--- src/spio_pkg.sv ---
// ----------------------------------------------------------------------------
// spio_pkg
// Shared types, codes and constants of the serial and parallel I/O controller.
// ----------------------------------------------------------------------------
package spio_pkg;

  localparam int TX_FIFO_DEPTH_DEF = 16;

  // numerator width of the timing division: 26-bit clock * 23-bit factor
  localparam int NUM_W = 49;
  localparam int HZ_W  = 26;
  localparam int TIME_W = 48;
  localparam logic [TIME_W-1:0] MAX48 = {TIME_W{1'b1}};
  localparam logic [6:0] MAX_CHARS = 7'd64;

  localparam logic [1:0] FUNC_READ  = 2'd0;
  localparam logic [1:0] FUNC_WRITE = 2'd1;
  localparam logic [1:0] FUNC_TICK  = 2'd2;

  localparam logic [1:0] REG_SDATA = 2'd0;
  localparam logic [1:0] REG_PDATA = 2'd1;
  localparam logic [1:0] REG_STAT  = 2'd2;
  localparam logic [1:0] REG_CTRL  = 2'd3;

  localparam logic [1:0] CFG_LINK   = 2'd0;
  localparam logic [1:0] CFG_TSTATE = 2'd1;
  localparam logic [1:0] CFG_XCLK   = 2'd2;

  // parallel port sub-commands of a mode write
  localparam logic [2:0] PCMD_PRIM_SET = 3'd4;
  localparam logic [2:0] PCMD_PRIM_CLR = 3'd5;
  localparam logic [2:0] PCMD_XBUSY_CLR = 3'd6;

  // control flag bit positions
  localparam int CF_TXEN  = 0;
  localparam int CF_DTR   = 1;
  localparam int CF_RXEN  = 2;
  localparam int CF_SBRK  = 3;
  localparam int CF_RTS   = 4;
  localparam int CF_IM1   = 5;
  localparam int CF_IM2   = 6;
  localparam int CF_PRIM  = 7;
  localparam int CF_XBUSY = 8;
  localparam int CF_INTP0 = 9;
  localparam int CF_INTP1 = 10;
  localparam int CF_LBUSY = 11;
  localparam int CF_HELD  = 12;
  localparam int CF_TXRDY = 13;
  localparam int CF_TXEMP = 14;

  // error flag bit positions
  localparam int EF_PE    = 0;
  localparam int EF_OE    = 1;
  localparam int EF_FE    = 2;
  localparam int EF_BRK   = 3;
  localparam int EF_RXRDY = 4;

  typedef struct packed {
    logic [1:0]  func;
    logic [1:0]  reg_addr;
    logic [7:0]  write_data;
    logic [15:0] elapsed_tstates;
    logic        sub_busy;
    logic        sub_acked;
    logic        peer_cts;
    logic        peer_dsr;
    logic        peer_dcd;
    logic        peer_ri;
    logic        rx_offered;
    logic [7:0]  rx_byte;
  } in_item_t;

  typedef struct packed {
    logic [7:0]  read_data;
    logic        irq;
    logic        strobe_valid;
    logic [7:0]  strobe_byte;
    logic [15:0] strobe_delay;
    logic        tx_valid;
    logic [7:0]  tx_byte;
    logic        rx_taken;
    logic        dtr_line;
    logic        rts_line;
    logic        ring_line;
    logic        last;
  } out_item_t;

  typedef struct packed {
    logic capture;
    logic exec;
    logic mul1;
    logic mul2;
    logic mul3;
    logic div_start;
    logic div_commit;
    logic tick_add;
    logic tick_cap;
    logic iter;
    logic emit;
    logic emit_iter;
  } cmd_t;

  typedef struct packed {
    logic [1:0] func;
    logic [1:0] reg_addr;
    logic       held;
    logic       param_calc;
    logic       link;
    logic       ct_nonzero;
    logic       div_busy;
    logic       more;
    logic       out_free;
  } stat_t;

endpackage

--- src/spio_ram.sv ---
// ----------------------------------------------------------------------------
// spio_ram
// Generic single-write, single-read RAM with registered read data.
// ----------------------------------------------------------------------------
module spio_ram #(
  parameter int WIDTH = 8,
  parameter int DEPTH = 16,
  parameter int AW = (DEPTH > 1) ? $clog2(DEPTH) : 1
) (
  input  logic             clk,
  input  logic             we,
  input  logic [AW-1:0]    waddr,
  input  logic [WIDTH-1:0] wdata,
  input  logic [AW-1:0]    raddr,
  output logic [WIDTH-1:0] rdata
);

  logic [WIDTH-1:0] mem [DEPTH];

  always_ff @(posedge clk) begin
    if (we) begin
      mem[waddr] <= wdata;
    end
    rdata <= mem[raddr];
  end

endmodule

--- src/spio_div.sv ---
// ----------------------------------------------------------------------------
// spio_div
// Restoring divider, one quotient bit per cycle; a zero divisor counts as one.
// ----------------------------------------------------------------------------
module spio_div (
  input  logic                       clk,
  input  logic                       rst,
  input  logic                       start,
  input  logic [spio_pkg::NUM_W-1:0] num,
  input  logic [spio_pkg::HZ_W-1:0]  den,
  output logic                       busy,
  output logic [spio_pkg::NUM_W-1:0] quo
);
  import spio_pkg::*;

  localparam int CNT_W = $clog2(NUM_W + 1);

  logic [HZ_W-1:0]  rem;
  logic [HZ_W-1:0]  dvs;
  logic [CNT_W-1:0] cnt;
  logic [HZ_W:0]    trial;
  logic             fits;

  assign trial = {rem, quo[NUM_W-1]};
  assign fits  = trial >= {1'b0, dvs};

  always_ff @(posedge clk) begin
    if (rst) begin
      busy <= 1'b0;
      cnt  <= '0;
    end else if (start) begin
      busy <= 1'b1;
      cnt  <= CNT_W'(NUM_W);
      rem  <= '0;
      quo  <= num;
      dvs  <= (den == '0) ? HZ_W'(1) : den;
    end else if (busy) begin
      rem <= fits ? HZ_W'(trial - {1'b0, dvs}) : trial[HZ_W-1:0];
      quo <= {quo[NUM_W-2:0], fits};
      cnt <= cnt - CNT_W'(1);
      if (cnt == CNT_W'(1)) begin
        busy <= 1'b0;
      end
    end
  end

endmodule

--- src/spio_ctrl.sv ---
// ----------------------------------------------------------------------------
// spio_ctrl
// Sequencer: steps each item through execute, then timing math or the tick loop, and result output.
// ----------------------------------------------------------------------------
module spio_ctrl (
  input  logic            clk,
  input  logic            rst,
  input  logic            in_valid,
  output logic            in_ready,
  input  spio_pkg::stat_t stat,
  output spio_pkg::cmd_t  cmd
);
  import spio_pkg::*;

  typedef enum logic [3:0] {
    S_IDLE, S_EXEC, S_MUL1, S_MUL2, S_MUL3, S_DIV_GO, S_DIV_WAIT,
    S_OUT, S_TICK_ADD, S_TICK_CAP, S_LOOP_CHK, S_LOOP_OUT
  } state_t;

  state_t state, state_next;

  assign in_ready = (state == S_IDLE);

  always_comb begin
    cmd = '0;
    state_next = state;
    case (state)
      S_IDLE: begin
        if (in_valid) begin
          cmd.capture = 1'b1;
          state_next = S_EXEC;
        end
      end
      S_EXEC: begin
        cmd.exec = 1'b1;
        state_next = S_OUT;
        if (stat.func == FUNC_WRITE && !stat.held) begin
          if (stat.reg_addr == REG_PDATA ||
              (stat.reg_addr == REG_STAT && stat.param_calc)) begin
            state_next = S_MUL1;
          end
        end else if (stat.func == FUNC_TICK && stat.link && stat.ct_nonzero) begin
          state_next = S_TICK_ADD;
        end
      end
      S_MUL1: begin
        cmd.mul1 = 1'b1;
        state_next = S_MUL2;
      end
      S_MUL2: begin
        cmd.mul2 = 1'b1;
        state_next = S_MUL3;
      end
      S_MUL3: begin
        cmd.mul3 = 1'b1;
        state_next = S_DIV_GO;
      end
      S_DIV_GO: begin
        cmd.div_start = 1'b1;
        state_next = S_DIV_WAIT;
      end
      S_DIV_WAIT: begin
        if (!stat.div_busy) begin
          cmd.div_commit = 1'b1;
          state_next = S_OUT;
        end
      end
      S_OUT: begin
        if (stat.out_free) begin
          cmd.emit = 1'b1;
          state_next = S_IDLE;
        end
      end
      S_TICK_ADD: begin
        cmd.tick_add = 1'b1;
        state_next = S_TICK_CAP;
      end
      S_TICK_CAP: begin
        cmd.tick_cap = 1'b1;
        state_next = S_LOOP_CHK;
      end
      S_LOOP_CHK: begin
        if (stat.more) begin
          cmd.iter = 1'b1;
          state_next = S_LOOP_OUT;
        end else begin
          state_next = S_OUT;
        end
      end
      S_LOOP_OUT: begin
        if (stat.out_free) begin
          cmd.emit_iter = 1'b1;
          state_next = stat.more ? S_LOOP_CHK : S_IDLE;
        end
      end
      default: state_next = S_IDLE;
    endcase
  end

  always_ff @(posedge clk) begin
    if (rst) begin
      state <= S_IDLE;
    end else begin
      state <= state_next;
    end
  end

  a_idle_div_quiet: assert property (@(posedge clk) disable iff (rst)
    (state == S_IDLE) |-> !stat.div_busy)
    else $error("divider busy while idle");
  a_commit_after_div: assert property (@(posedge clk) disable iff (rst)
    cmd.div_commit |-> $past(state == S_DIV_GO) || $past(state == S_DIV_WAIT))
    else $error("commit without division");
  a_one_emit: assert property (@(posedge clk) disable iff (rst)
    !(cmd.emit && cmd.emit_iter))
    else $error("two emits at once");

endmodule

--- src/spio_dp.sv ---
// ----------------------------------------------------------------------------
// spio_dp
// Datapath: registers, flags, transmit FIFO, timing math and result register.
// ----------------------------------------------------------------------------
module spio_dp #(
  parameter int DEPTH = spio_pkg::TX_FIFO_DEPTH_DEF
) (
  input  logic                      clk,
  input  logic                      rst,
  input  spio_pkg::cmd_t            cmd,
  output spio_pkg::stat_t           stat,
  input  spio_pkg::in_item_t        in_data,
  output logic                      out_valid,
  input  logic                      out_ready,
  output spio_pkg::out_item_t       out_data,
  input  logic                      cfg_valid,
  input  logic [1:0]                cfg_index,
  input  logic [spio_pkg::HZ_W-1:0] cfg_data
);
  import spio_pkg::*;

  localparam int PW = (DEPTH > 1) ? $clog2(DEPTH) : 1;
  localparam int CW = $clog2(DEPTH + 1);

  in_item_t        item;
  logic            link;
  logic [HZ_W-1:0] tstate_hz;
  logic [HZ_W-1:0] xclk_hz;
  logic [7:0]      pb [8];
  logic [2:0]      pptr;
  logic [14:0]     cf;
  logic [7:0]      smode;
  logic [4:0]      ef;
  logic [7:0]      rlatch;
  logic [7:0]      pout;
  logic [3:0]      plines;
  logic [CW-1:0]   count;
  logic [PW-1:0]   wr_ptr;
  logic [PW-1:0]   rd_ptr;
  logic [TIME_W-1:0] accum;
  logic [TIME_W:0]   sum;
  logic [TIME_W-1:0] ctime;
  logic [6:0]      nchar;
  logic            mode_char;
  logic [16:0]     ma;
  logic [19:0]     mb;
  logic [NUM_W-1:0] mp;
  logic [16:0]     prod1;
  logic [19:0]     prod2;
  logic [45:0]     prod3;
  logic [15:0]     sdelay;
  logic            strobe_q;
  logic [7:0]      rd_q;
  logic            it_txv;
  logic [7:0]      it_txb;
  logic            it_taken;

  logic            push;
  logic [7:0]      fifo_rdata;
  logic            div_busy;
  logic [NUM_W-1:0] quo;

  logic [11:0] divv;
  logic [12:0] div13;
  logic [4:0]  presc;
  logic [3:0]  nbits;
  logic [5:0]  sdl;
  logic [TIME_W-1:0] cap;
  logic int_f, irq_now, tx_rdy, more;
  logic [7:0] sstat, pstat;
  logic [CW-1:0] count_dec;

  assign divv  = {pb[1][3:0], pb[0]};
  assign div13 = (divv == '0) ? 13'd4096 : {1'b0, divv};
  assign presc = (pb[7][3:0] == '0) ? 5'd16 : {1'b0, pb[7][3:0]};
  assign nbits = 4'd7 + {2'b0, smode[3:2]} + {3'b0, smode[4]} + {3'b0, pb[5][0]};
  assign sdl   = {1'b0, pb[2][4:0]} + 6'd2;
  assign cap   = (|ctime[TIME_W-1:TIME_W-6]) ? MAX48 : {ctime[TIME_W-7:0], 6'b0};
  assign more  = (accum >= ctime) && (nchar < MAX_CHARS);
  assign count_dec = count - CW'(1);

  // products at full width
  assign prod1 = mode_char ? div13 * presc : sdl * presc;
  assign prod2 = mode_char ? ma * nbits : {3'b0, ma};
  assign prod3 = tstate_hz * mb;

  assign int_f = !cf[CF_IM1] && ((pb[6][0] && cf[CF_INTP0]) || (pb[6][1] && cf[CF_INTP1]));
  assign irq_now = (cf[CF_TXEN] && cf[CF_TXRDY] && !smode[1]) ||
                   (cf[CF_RXEN] && ((!smode[7] && (ef[EF_RXRDY] || ef[EF_BRK])) ||
                    (!smode[6] && (ef[EF_FE] || ef[EF_OE] || ef[EF_PE])))) ||
                   int_f;
  assign tx_rdy = smode[1] ? cf[CF_TXRDY] : (cf[CF_TXRDY] && cf[CF_TXEN]);
  assign sstat = {1'b0, ef[EF_BRK], ef[EF_FE], ef[EF_OE], ef[EF_PE], cf[CF_TXEMP],
                  ef[EF_RXRDY], tx_rdy};
  assign pstat = {int_f, cf[CF_XBUSY] && !item.sub_acked, item.sub_busy, cf[CF_PRIM],
                  1'b1, plines[1], plines[2], !plines[0]};

  assign push = cmd.exec && item.func == FUNC_WRITE && item.reg_addr == REG_SDATA &&
                !cf[CF_HELD] && link && count < CW'(DEPTH);

  spio_ram #(.WIDTH(8), .DEPTH(DEPTH)) u_fifo (
    .clk   (clk),
    .we    (push),
    .waddr (wr_ptr),
    .wdata (item.write_data),
    .raddr (rd_ptr),
    .rdata (fifo_rdata)
  );

  spio_div u_div (
    .clk   (clk),
    .rst   (rst),
    .start (cmd.div_start),
    .num   (mp),
    .den   (xclk_hz),
    .busy  (div_busy),
    .quo   (quo)
  );

  assign stat.func       = item.func;
  assign stat.reg_addr   = item.reg_addr;
  assign stat.held       = cf[CF_HELD];
  assign stat.param_calc = (pptr == 3'd0) || (pptr == 3'd1) || (pptr == 3'd5) ||
                           (pptr == 3'd7);
  assign stat.link       = link;
  assign stat.ct_nonzero = (ctime != '0);
  assign stat.div_busy   = div_busy;
  assign stat.more       = more;
  assign stat.out_free   = !out_valid || out_ready;

  always_ff @(posedge clk) begin
    if (rst) begin
      link      <= 1'b0;
      tstate_hz <= HZ_W'(1228800);
      xclk_hz   <= HZ_W'(1228800);
      for (int i = 0; i < 8; i++) begin
        pb[i] <= '0;
      end
      pptr      <= '0;
      cf        <= '0;
      cf[CF_IM1]   <= 1'b1;
      cf[CF_IM2]   <= 1'b1;
      cf[CF_TXRDY] <= 1'b1;
      cf[CF_TXEMP] <= 1'b1;
      smode     <= '0;
      ef        <= '0;
      rlatch    <= 8'hFF;
      pout      <= '0;
      plines    <= '0;
      count     <= '0;
      wr_ptr    <= '0;
      rd_ptr    <= '0;
      accum     <= '0;
      ctime     <= '0;
      nchar     <= '0;
      out_valid <= 1'b0;
      strobe_q  <= 1'b0;
    end else begin
      if (out_valid && out_ready) begin
        out_valid <= 1'b0;
      end

      // configuration writes must come only while idle; the block does not enforce it
      if (cfg_valid) begin
        case (cfg_index)
          CFG_LINK: begin
            link <= cfg_data[0];
            if (!cfg_data[0]) begin
              count  <= '0;
              wr_ptr <= '0;
              rd_ptr <= '0;
              accum  <= '0;
              cf[CF_TXRDY] <= 1'b1;
              cf[CF_TXEMP] <= 1'b1;
              plines <= '0;
            end
          end
          CFG_TSTATE: tstate_hz <= cfg_data;
          CFG_XCLK:   xclk_hz <= cfg_data;
          default: ;
        endcase
      end

      if (cmd.capture) begin
        item <= in_data;
      end

      if (cmd.exec) begin
        rd_q     <= '0;
        strobe_q <= 1'b0;
        case (item.func)
          FUNC_READ: begin
            case (item.reg_addr)
              REG_SDATA: begin
                ef[EF_RXRDY] <= 1'b0;
                rd_q <= rlatch;
              end
              REG_PDATA: rd_q <= 8'hFF;
              REG_STAT:  rd_q <= sstat;
              default:   rd_q <= pstat;
            endcase
          end
          FUNC_WRITE: begin
            if (item.reg_addr == REG_CTRL) begin
              if (!item.write_data[7]) begin
                if (!cf[CF_HELD]) begin
                  cf[CF_TXEN] <= item.write_data[0];
                  cf[CF_DTR]  <= item.write_data[1];
                  cf[CF_RXEN] <= item.write_data[2];
                  cf[CF_SBRK] <= item.write_data[3];
                  cf[CF_RTS]  <= item.write_data[5];
                  if (item.write_data[4]) begin
                    ef <= ef & (5'b1 << EF_RXRDY);
                  end
                end
              end else if (!item.write_data[6]) begin
                if (!cf[CF_HELD]) begin
                  cf[CF_IM1]   <= item.write_data[5];
                  cf[CF_IM2]   <= item.write_data[4];
                  cf[CF_INTP0] <= 1'b0;
                  cf[CF_INTP1] <= 1'b0;
                  case (item.write_data[2:0])
                    PCMD_PRIM_SET: cf[CF_PRIM] <= 1'b1;
                    PCMD_PRIM_CLR: cf[CF_PRIM] <= 1'b0;
                    PCMD_XBUSY_CLR: begin
                      cf[CF_PRIM]  <= 1'b0;
                      cf[CF_XBUSY] <= 1'b0;
                    end
                    default: ;
                  endcase
                end
              end else begin
                pptr <= item.write_data[2:0];
                if (item.write_data[5]) begin
                  // chip reset, then hold until released
                  cf <= '0;
                  cf[CF_IM1]   <= 1'b1;
                  cf[CF_IM2]   <= 1'b1;
                  cf[CF_TXRDY] <= 1'b1;
                  cf[CF_TXEMP] <= 1'b1;
                  cf[CF_LBUSY] <= item.sub_busy;
                  cf[CF_HELD]  <= 1'b1;
                  ef     <= '0;
                  rlatch <= 8'hFF;
                  pout   <= '0;
                  count  <= '0;
                  wr_ptr <= '0;
                  rd_ptr <= '0;
                  accum  <= '0;
                end else begin
                  cf[CF_HELD] <= 1'b0;
                end
              end
            end else if (!cf[CF_HELD]) begin
              case (item.reg_addr)
                REG_SDATA: begin
                  if (!link) begin
                    cf[CF_TXRDY] <= 1'b1;
                    cf[CF_TXEMP] <= 1'b1;
                  end else begin
                    cf[CF_TXEMP] <= 1'b0;
                    if (count < CW'(DEPTH)) begin
                      count  <= count + CW'(1);
                      wr_ptr <= (wr_ptr == PW'(DEPTH - 1)) ? '0 : wr_ptr + PW'(1);
                      cf[CF_TXRDY] <= (count + CW'(1)) < CW'(DEPTH);
                    end else begin
                      cf[CF_TXRDY] <= 1'b0;
                    end
                  end
                end
                REG_PDATA: begin
                  pout         <= item.write_data;
                  cf[CF_XBUSY] <= 1'b1;
                  cf[CF_INTP0] <= 1'b0;
                  cf[CF_INTP1] <= 1'b0;
                  cf[CF_LBUSY] <= item.sub_busy;
                  strobe_q     <= 1'b1;
                  mode_char    <= 1'b0;
                end
                default: begin
                  pb[pptr]  <= item.write_data;
                  mode_char <= 1'b1;
                  if (pptr == 3'd5) begin
                    smode <= item.write_data;
                  end
                end
              endcase
            end
          end
          FUNC_TICK: begin
            if (cf[CF_XBUSY] && item.sub_acked) begin
              cf[CF_XBUSY] <= 1'b0;
              cf[CF_INTP0] <= 1'b1;
            end
            if (cf[CF_LBUSY] && !item.sub_busy) begin
              cf[CF_INTP1] <= 1'b1;
            end
            cf[CF_LBUSY] <= item.sub_busy;
            if (link) begin
              plines <= {item.peer_ri, item.peer_dcd, item.peer_dsr, item.peer_cts};
            end
          end
          default: ;
        endcase
      end

      // timing math: factor, factor, clock, then divide
      if (cmd.mul1) begin
        ma <= prod1;
      end
      if (cmd.mul2) begin
        mb <= prod2;
      end
      if (cmd.mul3) begin
        mp <= mode_char ? {prod3, 3'b0} : {3'b0, prod3};
      end
      if (cmd.div_commit) begin
        if (mode_char) begin
          if (divv == 12'd1) begin
            ctime <= '0;
          end else if (quo[NUM_W-1]) begin
            ctime <= MAX48;
          end else if (quo == '0) begin
            ctime <= TIME_W'(1);
          end else begin
            ctime <= quo[TIME_W-1:0];
          end
        end else begin
          sdelay <= (|quo[NUM_W-1:16]) ? 16'hFFFF : quo[15:0];
        end
      end

      if (cmd.tick_add) begin
        sum <= {1'b0, accum} + (TIME_W + 1)'(item.elapsed_tstates);
      end
      if (cmd.tick_cap) begin
        accum <= (sum > {1'b0, cap}) ? cap : sum[TIME_W-1:0];
        nchar <= '0;
      end

      if (cmd.iter) begin
        accum    <= accum - ctime;
        nchar    <= nchar + 7'd1;
        it_taken <= 1'b0;
        it_txv   <= 1'b0;
        it_txb   <= '0;
        if (cf[CF_RXEN] && nchar == '0 && item.rx_offered) begin
          it_taken <= 1'b1;
          if (ef[EF_RXRDY]) begin
            ef[EF_OE] <= 1'b1;
          end else begin
            rlatch <= item.rx_byte;
            ef[EF_RXRDY] <= 1'b1;
          end
        end
        if (count != '0 && cf[CF_TXEN]) begin
          it_txv <= 1'b1;
          it_txb <= fifo_rdata;
          count  <= count_dec;
          rd_ptr <= (rd_ptr == PW'(DEPTH - 1)) ? '0 : rd_ptr + PW'(1);
          cf[CF_TXRDY] <= 1'b1;
          if (count_dec == '0) begin
            cf[CF_TXEMP] <= 1'b1;
          end
        end
      end

      if (cmd.emit || cmd.emit_iter) begin
        out_valid <= 1'b1;
        out_data.irq       <= irq_now;
        out_data.dtr_line  <= cf[CF_DTR];
        out_data.rts_line  <= cf[CF_RTS];
        out_data.ring_line <= plines[3];
        if (cmd.emit) begin
          out_data.read_data    <= rd_q;
          out_data.strobe_valid <= strobe_q;
          out_data.strobe_byte  <= strobe_q ? ~pout : 8'h00;
          out_data.strobe_delay <= strobe_q ? sdelay : 16'h0000;
          out_data.tx_valid     <= 1'b0;
          out_data.tx_byte      <= '0;
          out_data.rx_taken     <= 1'b0;
          out_data.last         <= 1'b1;
        end else begin
          out_data.read_data    <= '0;
          out_data.strobe_valid <= 1'b0;
          out_data.strobe_byte  <= '0;
          out_data.strobe_delay <= '0;
          out_data.tx_valid     <= it_txv;
          out_data.tx_byte      <= it_txb;
          out_data.rx_taken     <= it_taken;
          out_data.last         <= !more;
        end
      end
    end
  end

  a_fifo_bound: assert property (@(posedge clk) disable iff (rst)
    count <= CW'(DEPTH))
    else $error("fifo count over depth");
  a_emit_slot: assert property (@(posedge clk) disable iff (rst)
    (cmd.emit || cmd.emit_iter) |-> (!out_valid || out_ready))
    else $error("result overwritten");
  a_char_bound: assert property (@(posedge clk) disable iff (rst)
    nchar <= MAX_CHARS)
    else $error("too many character times");

endmodule

--- src/serial_parallel_io_controller.sv ---
// ----------------------------------------------------------------------------
// serial_parallel_io_controller
// Four-register serial/parallel I/O controller with command handshake port.
// ----------------------------------------------------------------------------
// Items are taken one at a time. A register read, a control write, a serial
// data write, a write to a parameter byte without timing effect, any write
// while held or an item with an unknown function passes through capture,
// execute and the output register before the next item can be taken. A
// parallel data write and a write to parameter bytes 0, 1, 5 or 7 run the
// timing math first: three multiply steps and a 49-step restoring divider.
// A tick with no peer or a stopped character clock passes through the same
// steps; otherwise it adds the elapsed time, caps the accumulator and then
// runs a check and an output step per character time it consumes (up to 64
// results), or outputs one result when it consumes none, with at most one
// transmit FIFO read per character from the registered-read RAM.
// Configuration writes are taken in any cycle but must come while the block
// is idle. A result waits in the output register until taken; the sequencer
// holds until that register frees up. There is no clearing pass after reset.
// ----------------------------------------------------------------------------
module serial_parallel_io_controller #(
  parameter int TX_FIFO_DEPTH = spio_pkg::TX_FIFO_DEPTH_DEF
) (
  input  logic                      clk,
  input  logic                      rst,
  input  logic                      in_valid,
  output logic                      in_ready,
  input  spio_pkg::in_item_t        in_data,
  output logic                      out_valid,
  input  logic                      out_ready,
  output spio_pkg::out_item_t       out_data,
  input  logic                      cfg_valid,
  output logic                      cfg_ready,
  input  logic [1:0]                cfg_index,
  input  logic [spio_pkg::HZ_W-1:0] cfg_data
);
  import spio_pkg::*;

  cmd_t  cmd;
  stat_t stat;

  // configuration is always accepted
  assign cfg_ready = 1'b1;

  spio_ctrl u_ctrl (
    .clk      (clk),
    .rst      (rst),
    .in_valid (in_valid),
    .in_ready (in_ready),
    .stat     (stat),
    .cmd      (cmd)
  );

  spio_dp #(.DEPTH(TX_FIFO_DEPTH)) u_dp (
    .clk       (clk),
    .rst       (rst),
    .cmd       (cmd),
    .stat      (stat),
    .in_data   (in_data),
    .out_valid (out_valid),
    .out_ready (out_ready),
    .out_data  (out_data),
    .cfg_valid (cfg_valid),
    .cfg_index (cfg_index),
    .cfg_data  (cfg_data)
  );

endmodule

--- config.mk ---
export PLATFORM = sky130hd
export DESIGN_NAME = serial_parallel_io_controller
export DESIGN_NICKNAME = d
export VERILOG_FILES = /design/src/spio_pkg.sv /design/src/spio_ram.sv /design/src/spio_div.sv /design/src/spio_ctrl.sv /design/src/spio_dp.sv /design/src/serial_parallel_io_controller.sv
export SDC_FILE = /design/constraint.sdc
export NUM_CORES = 2
export LEC_CHECK = 0
export BUFFER_PORTS_ARGS = -buffer_cell sky130_fd_sc_hd__buf_2
export CAP_MARGIN = 20
export CELL_PAD_IN_SITES_DETAIL_PLACEMENT = 1
export CELL_PAD_IN_SITES_GLOBAL_PLACEMENT = 1
export CORE_UTILIZATION = 40
export DETAILED_ROUTE_END_ITERATION = 8
export GPL_TIMING_DRIVEN = 0
export HOLD_SLACK_MARGIN = 0.02
export PLACE_DENSITY = 0.64
export SYNTH_ARGS = -nofsm -noshare
export SYNTH_HDL_FRONTEND = slang
export SYNTH_SLANG_ARGS = --single-unit
--- constraint.sdc ---
create_clock -name clk -period 8.9 [get_ports clk]
set_input_delay 1.335 -clock clk [delete_from_list [all_inputs] [get_ports clk]]
set_output_delay 1.335 -clock clk [all_outputs]
set_load 0.05 [all_outputs]
Word level (Yosys, flattened, before mapping)
Memories as Yosys holds them, arrays and structs flattened. A register that Yosys moved wholly into a read port is not among the register bits.
Index checks and enable logic that the tools add are counted.
- add/subtract/negate cells: 13
- multiply operators: 4
- divide/modulo/power cells: 0
- magnitude comparators: 6
- equality and inequality tests: 51
- shifts and indexed selects: 0
- multiplexer cells: 195
- bitwise operators: 7
- reduce and logical (&&, ||, !) cells: 103
- operators by type and width (kind ; count):
    $mux W48 ; 16
    $mux W4 ; 47
    $mux W8 ; 18
    $mux W5 ; 24
    $mux W49 ; 2
    $mux W1 ; 53
    $mux W26 ; 2
    $add A48 B16 Y49 ; 1
    $gt A49 B48 Y1 ; 1
    $logic_not A49 Y1 ; 1
    $ge A48 B48 Y1 ; 1
    $pmux W4 S12 ; 1
    $reduce_bool A48 Y1 ; 1
    $sub A48 B48 Y48 ; 1
    $mul A26 B20 Y46 ; 1
    $mux W46 ; 1
    $reduce_or A33 Y1 ; 1
    $reduce_and A2 Y1 ; 15
    $reduce_and A7 Y1 ; 4
    $ge A27 B26 Y1 ; 1
    $logic_not A26 Y1 ; 1
    $sub A26 B26 Y26 ; 1
    $logic_and A1 B1 Y1 ; 25
    $eq A4 B4 Y1 const B ; 6
    other kinds (63) ; 154
- flip-flop bits (word level): 595
- bits in latches: 0
- memory bits (writable): 192
- ROM bits: 0
- input port bits: 76
- output and inout port bits: 51
- word-level logic and storage cells: 453
- memories: 2
- memory list (name ; words ; bits a word ; rd ports ; clocked after Yosys merged registers in ; wr ports ; line ; source):
    u_dp.u_fifo.mem ; 16 ; 8 ; 1 ; 1 ; 1 ; spio_ram.sv:18 ; logic [WIDTH-1:0] mem [DEPTH];
    u_dp.pb ; 8 ; 8 ; 6 ; 0 ; 8 ; spio_dp.sv:29 ; logic [7:0] pb [8];

Longest topological paths before layout
- word-level depth: 12
- mapped depth: 27
- gate-level depth less buffers: 26

Modules after synthesis
From an unflattened synthesis, not the netlist that was laid out.
- cell total of the unflattened synthesis: 5975
- area, all modules: 58715.1 um2
- by module, submodules not included (module ; instances ; cells an instance ; area an instance (um2) ; sequential area each (um2)):
    spio_dp ; 1 ; 5176 ; 47145.2 ; 12862.3
    spio_div ; 1 ; 506 ; 5977.0 ; 3173.0
    spio_ram ; 1 ; 229 ; 5147.4 ; 4003.8
    spio_ctrl ; 1 ; 62 ; 434.2 ; 80.1
    serial_parallel_io_controller ; 1 ; 2 ; 11.3 ; 0.0

Worst setup path before layout
OpenSTA, ideal clock, no wires.
- kind: input to register
- start: input rst
- end: register u_dp.mp[0], enable pin
- library setup time: 0.577 ns
- data arrival time: 6.465 ns
- required time: 8.323 ns
- slack: 1.858 ns
- stages on the path: 3
- path buffers: 2
- path through: clkbuf_1 buf_1 nor4_1
- word-level cells in the longest chain between the ends: 2
- ends and longest elaborated chain (element ; line ; source):
    start, declared ; serial_parallel_io_controller.sv:24 ; input logic rst,
    $not A1 Y1 (no line) ; - ;
    $reduce_and A2 Y1 (no line) ; - ;
    end signal, assigned ; spio_dp.sv:315 ; mp <= mode_char ? {prod3, 3'b0} : {3'b0, prod3};
    end, declared ; spio_dp.sv:47 ; logic [NUM_W-1:0] mp;
No other way between the ends.
A chain may end at the register's enable or synchronous reset.

Worst setup path after layout
- start: register u_dp.mb[7]
- end: register u_dp.mp[42] (data pin)
- word-level cells in the longest chain between the ends: 2
- ends and longest elaborated chain (element ; line ; source):
    start, declared ; spio_dp.sv:46 ; logic [19:0] mb;
    start signal, assigned ; spio_dp.sv:312 ; mb <= prod2;
    $mul A26 B20 Y46 ; spio_dp.sv:85 ; assign prod3 = tstate_hz * mb;
    $mux W46 ; spio_dp.sv:315 ;
No other way between the ends.

==> run metrics <==
status=finished with violations; failing checks=DRC; Syn-to-layout area delta=11.6%; Pwr Density=roughly 190 nW/um2; H-tree depth=3; Worst slew margin=~25%; num rows=between 100 and 150; CP max stage delay=roughly 740 ps; Critical R2R Launch=u_dp.mb[7]; Post-DRT Antenna Nets=0; Pre-Repair DR Iteration Count=7; Switching Power=approximately 4.6 mW; worst vdd ir=between 0.15 and 0.2 mV; startpoint types=flip-flop; post-synthesis instance total=5937; Post-Syn Area per Cell=9.75 um2; Port Buf Inserts=125; vias=44600; Post-synth top cells=nand2_1, inv_1, edfxtp_1; CP arrival=9220 ps; R2R cell count=24; dpl cell area=61400 um2; Flop pwr share=between 30% and 40%; crit path time final=8670 ps; Final setup viols=0; worst hold slack=between 400 and 500 ps; total CTS buffers=89; core area=roughly 140000 um2; post-synthesis cell area=57900 um2; Final nets=7163; die area=146000 um2; final hold vios=0; post-synthesis async set-or-reset flop share=0%; Min-Delay Startpoint=u_dp.cf[1]; combinational share of power=36.2%; crit-path cells=clkbuf_2 > nand2_1 > fa_1 > inv_1 > fa_1 > inv_1 > fa_1 > inv_1 > fa_1 > fa_1 > fa_1 > inv_1 > fa_1 > inv_1 > ha_1 > a21oi_1 > o21ai_0 > nor4_1 > a21oi_1 > o21a_1 > a31oi_1 > o21ai_0 > xnor2_1 > mux2_2; vias in the first global route=47400; crit end category=flip-flop; FMAX=115 MHz; switching share of power=36.6%; class of the worst hold path=flip-flop to flip-flop; Vias/cell=5.45; Crit path top cell by count=fa_1; most common cell in the netlist=nand2_1; Congestion Overflow GR=0; predominant post-synthesis flop cell=edfxtp_1; Setup WS post-layout=235 ps; Slowest-stage cell, CP=edfxtp_1; initial antenna violation count=4; Max Slew Vio Count=0; Mapped Nets=6900; leading post-synthesis cells by cell area=edfxtp_1, fa_1, ha_1; pre-CTS setup slack=-318 ps; CTS Sinks=around 750; maxcap violations=0; Internal=7.94 mW; CTS tree=built; Req. time, crit path=9460 ps; Worst-Margin Slew=1120 ps; sequential area share after synthesis=34.8%; reg2reg end=u_dp.mp[42]; hold path cells=0; Distinct cells, synth=87; clock power share=between 30 and 40%; Design Area, Final=64600 um2; overall routing resource usage=26.8%; clock buffer depth=3; gpl congestion=0.903; YS warnings=0; Post-CTS Hold Fix Bufs=0; Crit Path Category=flip-flop to flip-flop; Die X=382 um; Reg clk slew, reported paths=~60 ps; static leakage power=27.4 nW; die height=382 um; Yosys top cell area share=26.7%; detailed placement HPWL=156 mm; Setup Skew=64.2 ps; drt initial violations=2811; Clock Latency Late Sink=720 ps; pin count of the biggest net entering global routing=28; Reg2Reg Setup Slack=230 ps; unrepaired setup endpoints after global routing=no; clock tree root driver cell=clkbuf_16; first-pass GRT wire length=between 200 and 300 mm; Synth Register Bits=roughly 750; routed len/inst=~24 um; Crit path max-delay family=adder cells; Initial Util=between 40 and 50%; CP max FO=10; part of the cycle the worst path needs=97.4%; hold endpoint=u_dp.out_data[3]; WP buf/inv=6; WL final=196 mm; layout cell share with drive strength beyond 1=7.89%; area leader, netlist=edfxtp_1; DRC viols=60; Post-synth EDFFs=514; top-level port count=127
-- power by group through the flow --
stage                     registers [mW]  clock network, mW  logic (mW)
after floorplan                     4.09                  0        2.98
after global placement              4.16                  0        4.39
after detailed placement            4.15                  0        4.48
after CTS                           4.08               3.98        4.53
after global routing                4.08               4.09        5.01
final                               4.08               3.90        4.54
-- registers in the layout, summed over array words and instances, names as in the netlist, 39 cells and up --
| signal | count |
|---|---|
| u_dp.ctime | 48 |
| u_dp.u_div.quo | 49 |
| u_dp.sum | 49 |
| u_dp.item | 39 |
| u_dp.u_fifo.mem | 128 |
| u_dp.out_data | 48 |
| u_dp.accum | 48 |
| u_dp.mp | 49 |
-- cell usage in the layout, fill, tap and decap left out, drive strengths merged, types with 10 or more instances in the layout --
| cell | count |
|---|---|
| mux2i | 33 |
| clkbuf | 398 |
| nand3b | 14 |
| a21boi | 11 |
| nand4 | 41 |
| o21a | 25 |
| nand2 | 865 |
| nor2 | 319 |
| nor4 | 55 |
| or3 | 10 |
| xnor2 | 128 |
| and2 | 332 |
| o211ai | 16 |
| xor2 | 65 |
| o21ai | 183 |
| nand2b | 42 |
| or2 | 11 |
| nand3 | 80 |
| dfxtp | 234 |
| a22oi | 18 |
| ha | 381 |
| a211oi | 62 |
| nor2b | 48 |
| inv | 732 |
| a31oi | 30 |
| a221oi | 51 |
| mux4 | 40 |
| buf | 206 |
| bufinv | 10 |
| mux2 | 51 |
| o21bai | 26 |
| a21o | 74 |
| edfxtp | 514 |
| and3 | 60 |
| nor3 | 84 |
| a311oi | 11 |
| clkinv | 32 |
| fa | 506 |
| a21oi | 370 |
-- timing repair --
| action | CTS | global route |
|---|---|---|
| resized for setup | 1 | 21 |
| setup buffers | 0 | 9 |
| setup endpoints to repair | 8 | 8 |
-- cell families (layout without fill, tap and decap cells) --
logic type               Yosys count  after routing  share of synthesized area, %
other                              1              4                       0.00648
XOR/XNOR                         193            193                          2.92
AO/OA/AOI/OAI                    946            946                          10.3
adder cells (fa/ha/maj)          887            887                          25.7
multiplexers                     124            124                          3.12
flip-flops                       748            748                          34.8
buffers and inverters           1041           1381                          6.86
AND/OR/NAND/NOR                 1997           1997                          16.3
-- area by class of cell --
cell class	instances	area, um2
clock inverters	54	688
well taps	1903	2380
fillers	16400	79000
plain buffers	315	1260
flip-flops and latches	748	20100
clock buffers	114	2450
inverters	723	2710
repair buffers	175	1120
multi-input cells	4148	33900
diodes	3	7.51
-- metrics by stage --
stage / instances / TNS (ps) / total power, mW / utilization (%)
CTS: 8171 / 0 / 12.6 / 44.9
floorplan: 5937 / 0 / 7.07 / -
finish: 8183 / 0 / 12.5 / 45.0
global route: 8180 / 0 / 13.2 / 45.0
global placement: 7965 / -165090 / 8.55 / 42.4
detailed placement: 8006 / -1030 / 8.62 / 42.7
-- routing by layer --
| metal | vias to the layer above | routed length, um | track usage, % |
|---|---|---|---|
| li1 | 20400 | - | - |
| met1 | 22900 | 87600 | 35.9 |
| met2 | 970 | 92900 | 44.9 |
| met3 | 274 | 7440 | 2.83 |
| met4 | 0 | 7720 | 9.87 |
| met5 | - | 0 | 0 |
-- how the worst max path moves through the flow --
stage                start      endpoint  slack, ps  depth (start not counted)
2_1_floorplan          rst    u_dp.mp[0]       1860                          3
3_3_place_gp           rst  u_dp.sum[13]      -2410                          4
3_5_place_dp   u_dp.mb[13]   u_dp.mp[47]       -320                         26
4_1_cts         u_dp.mb[7]   u_dp.mp[42]         20                         24
5_1_grt         u_dp.mb[4]   u_dp.mp[42]         10                         24
6_report        u_dp.mb[7]   u_dp.mp[42]        230                         24
Power figures use the tool's default switching activity.
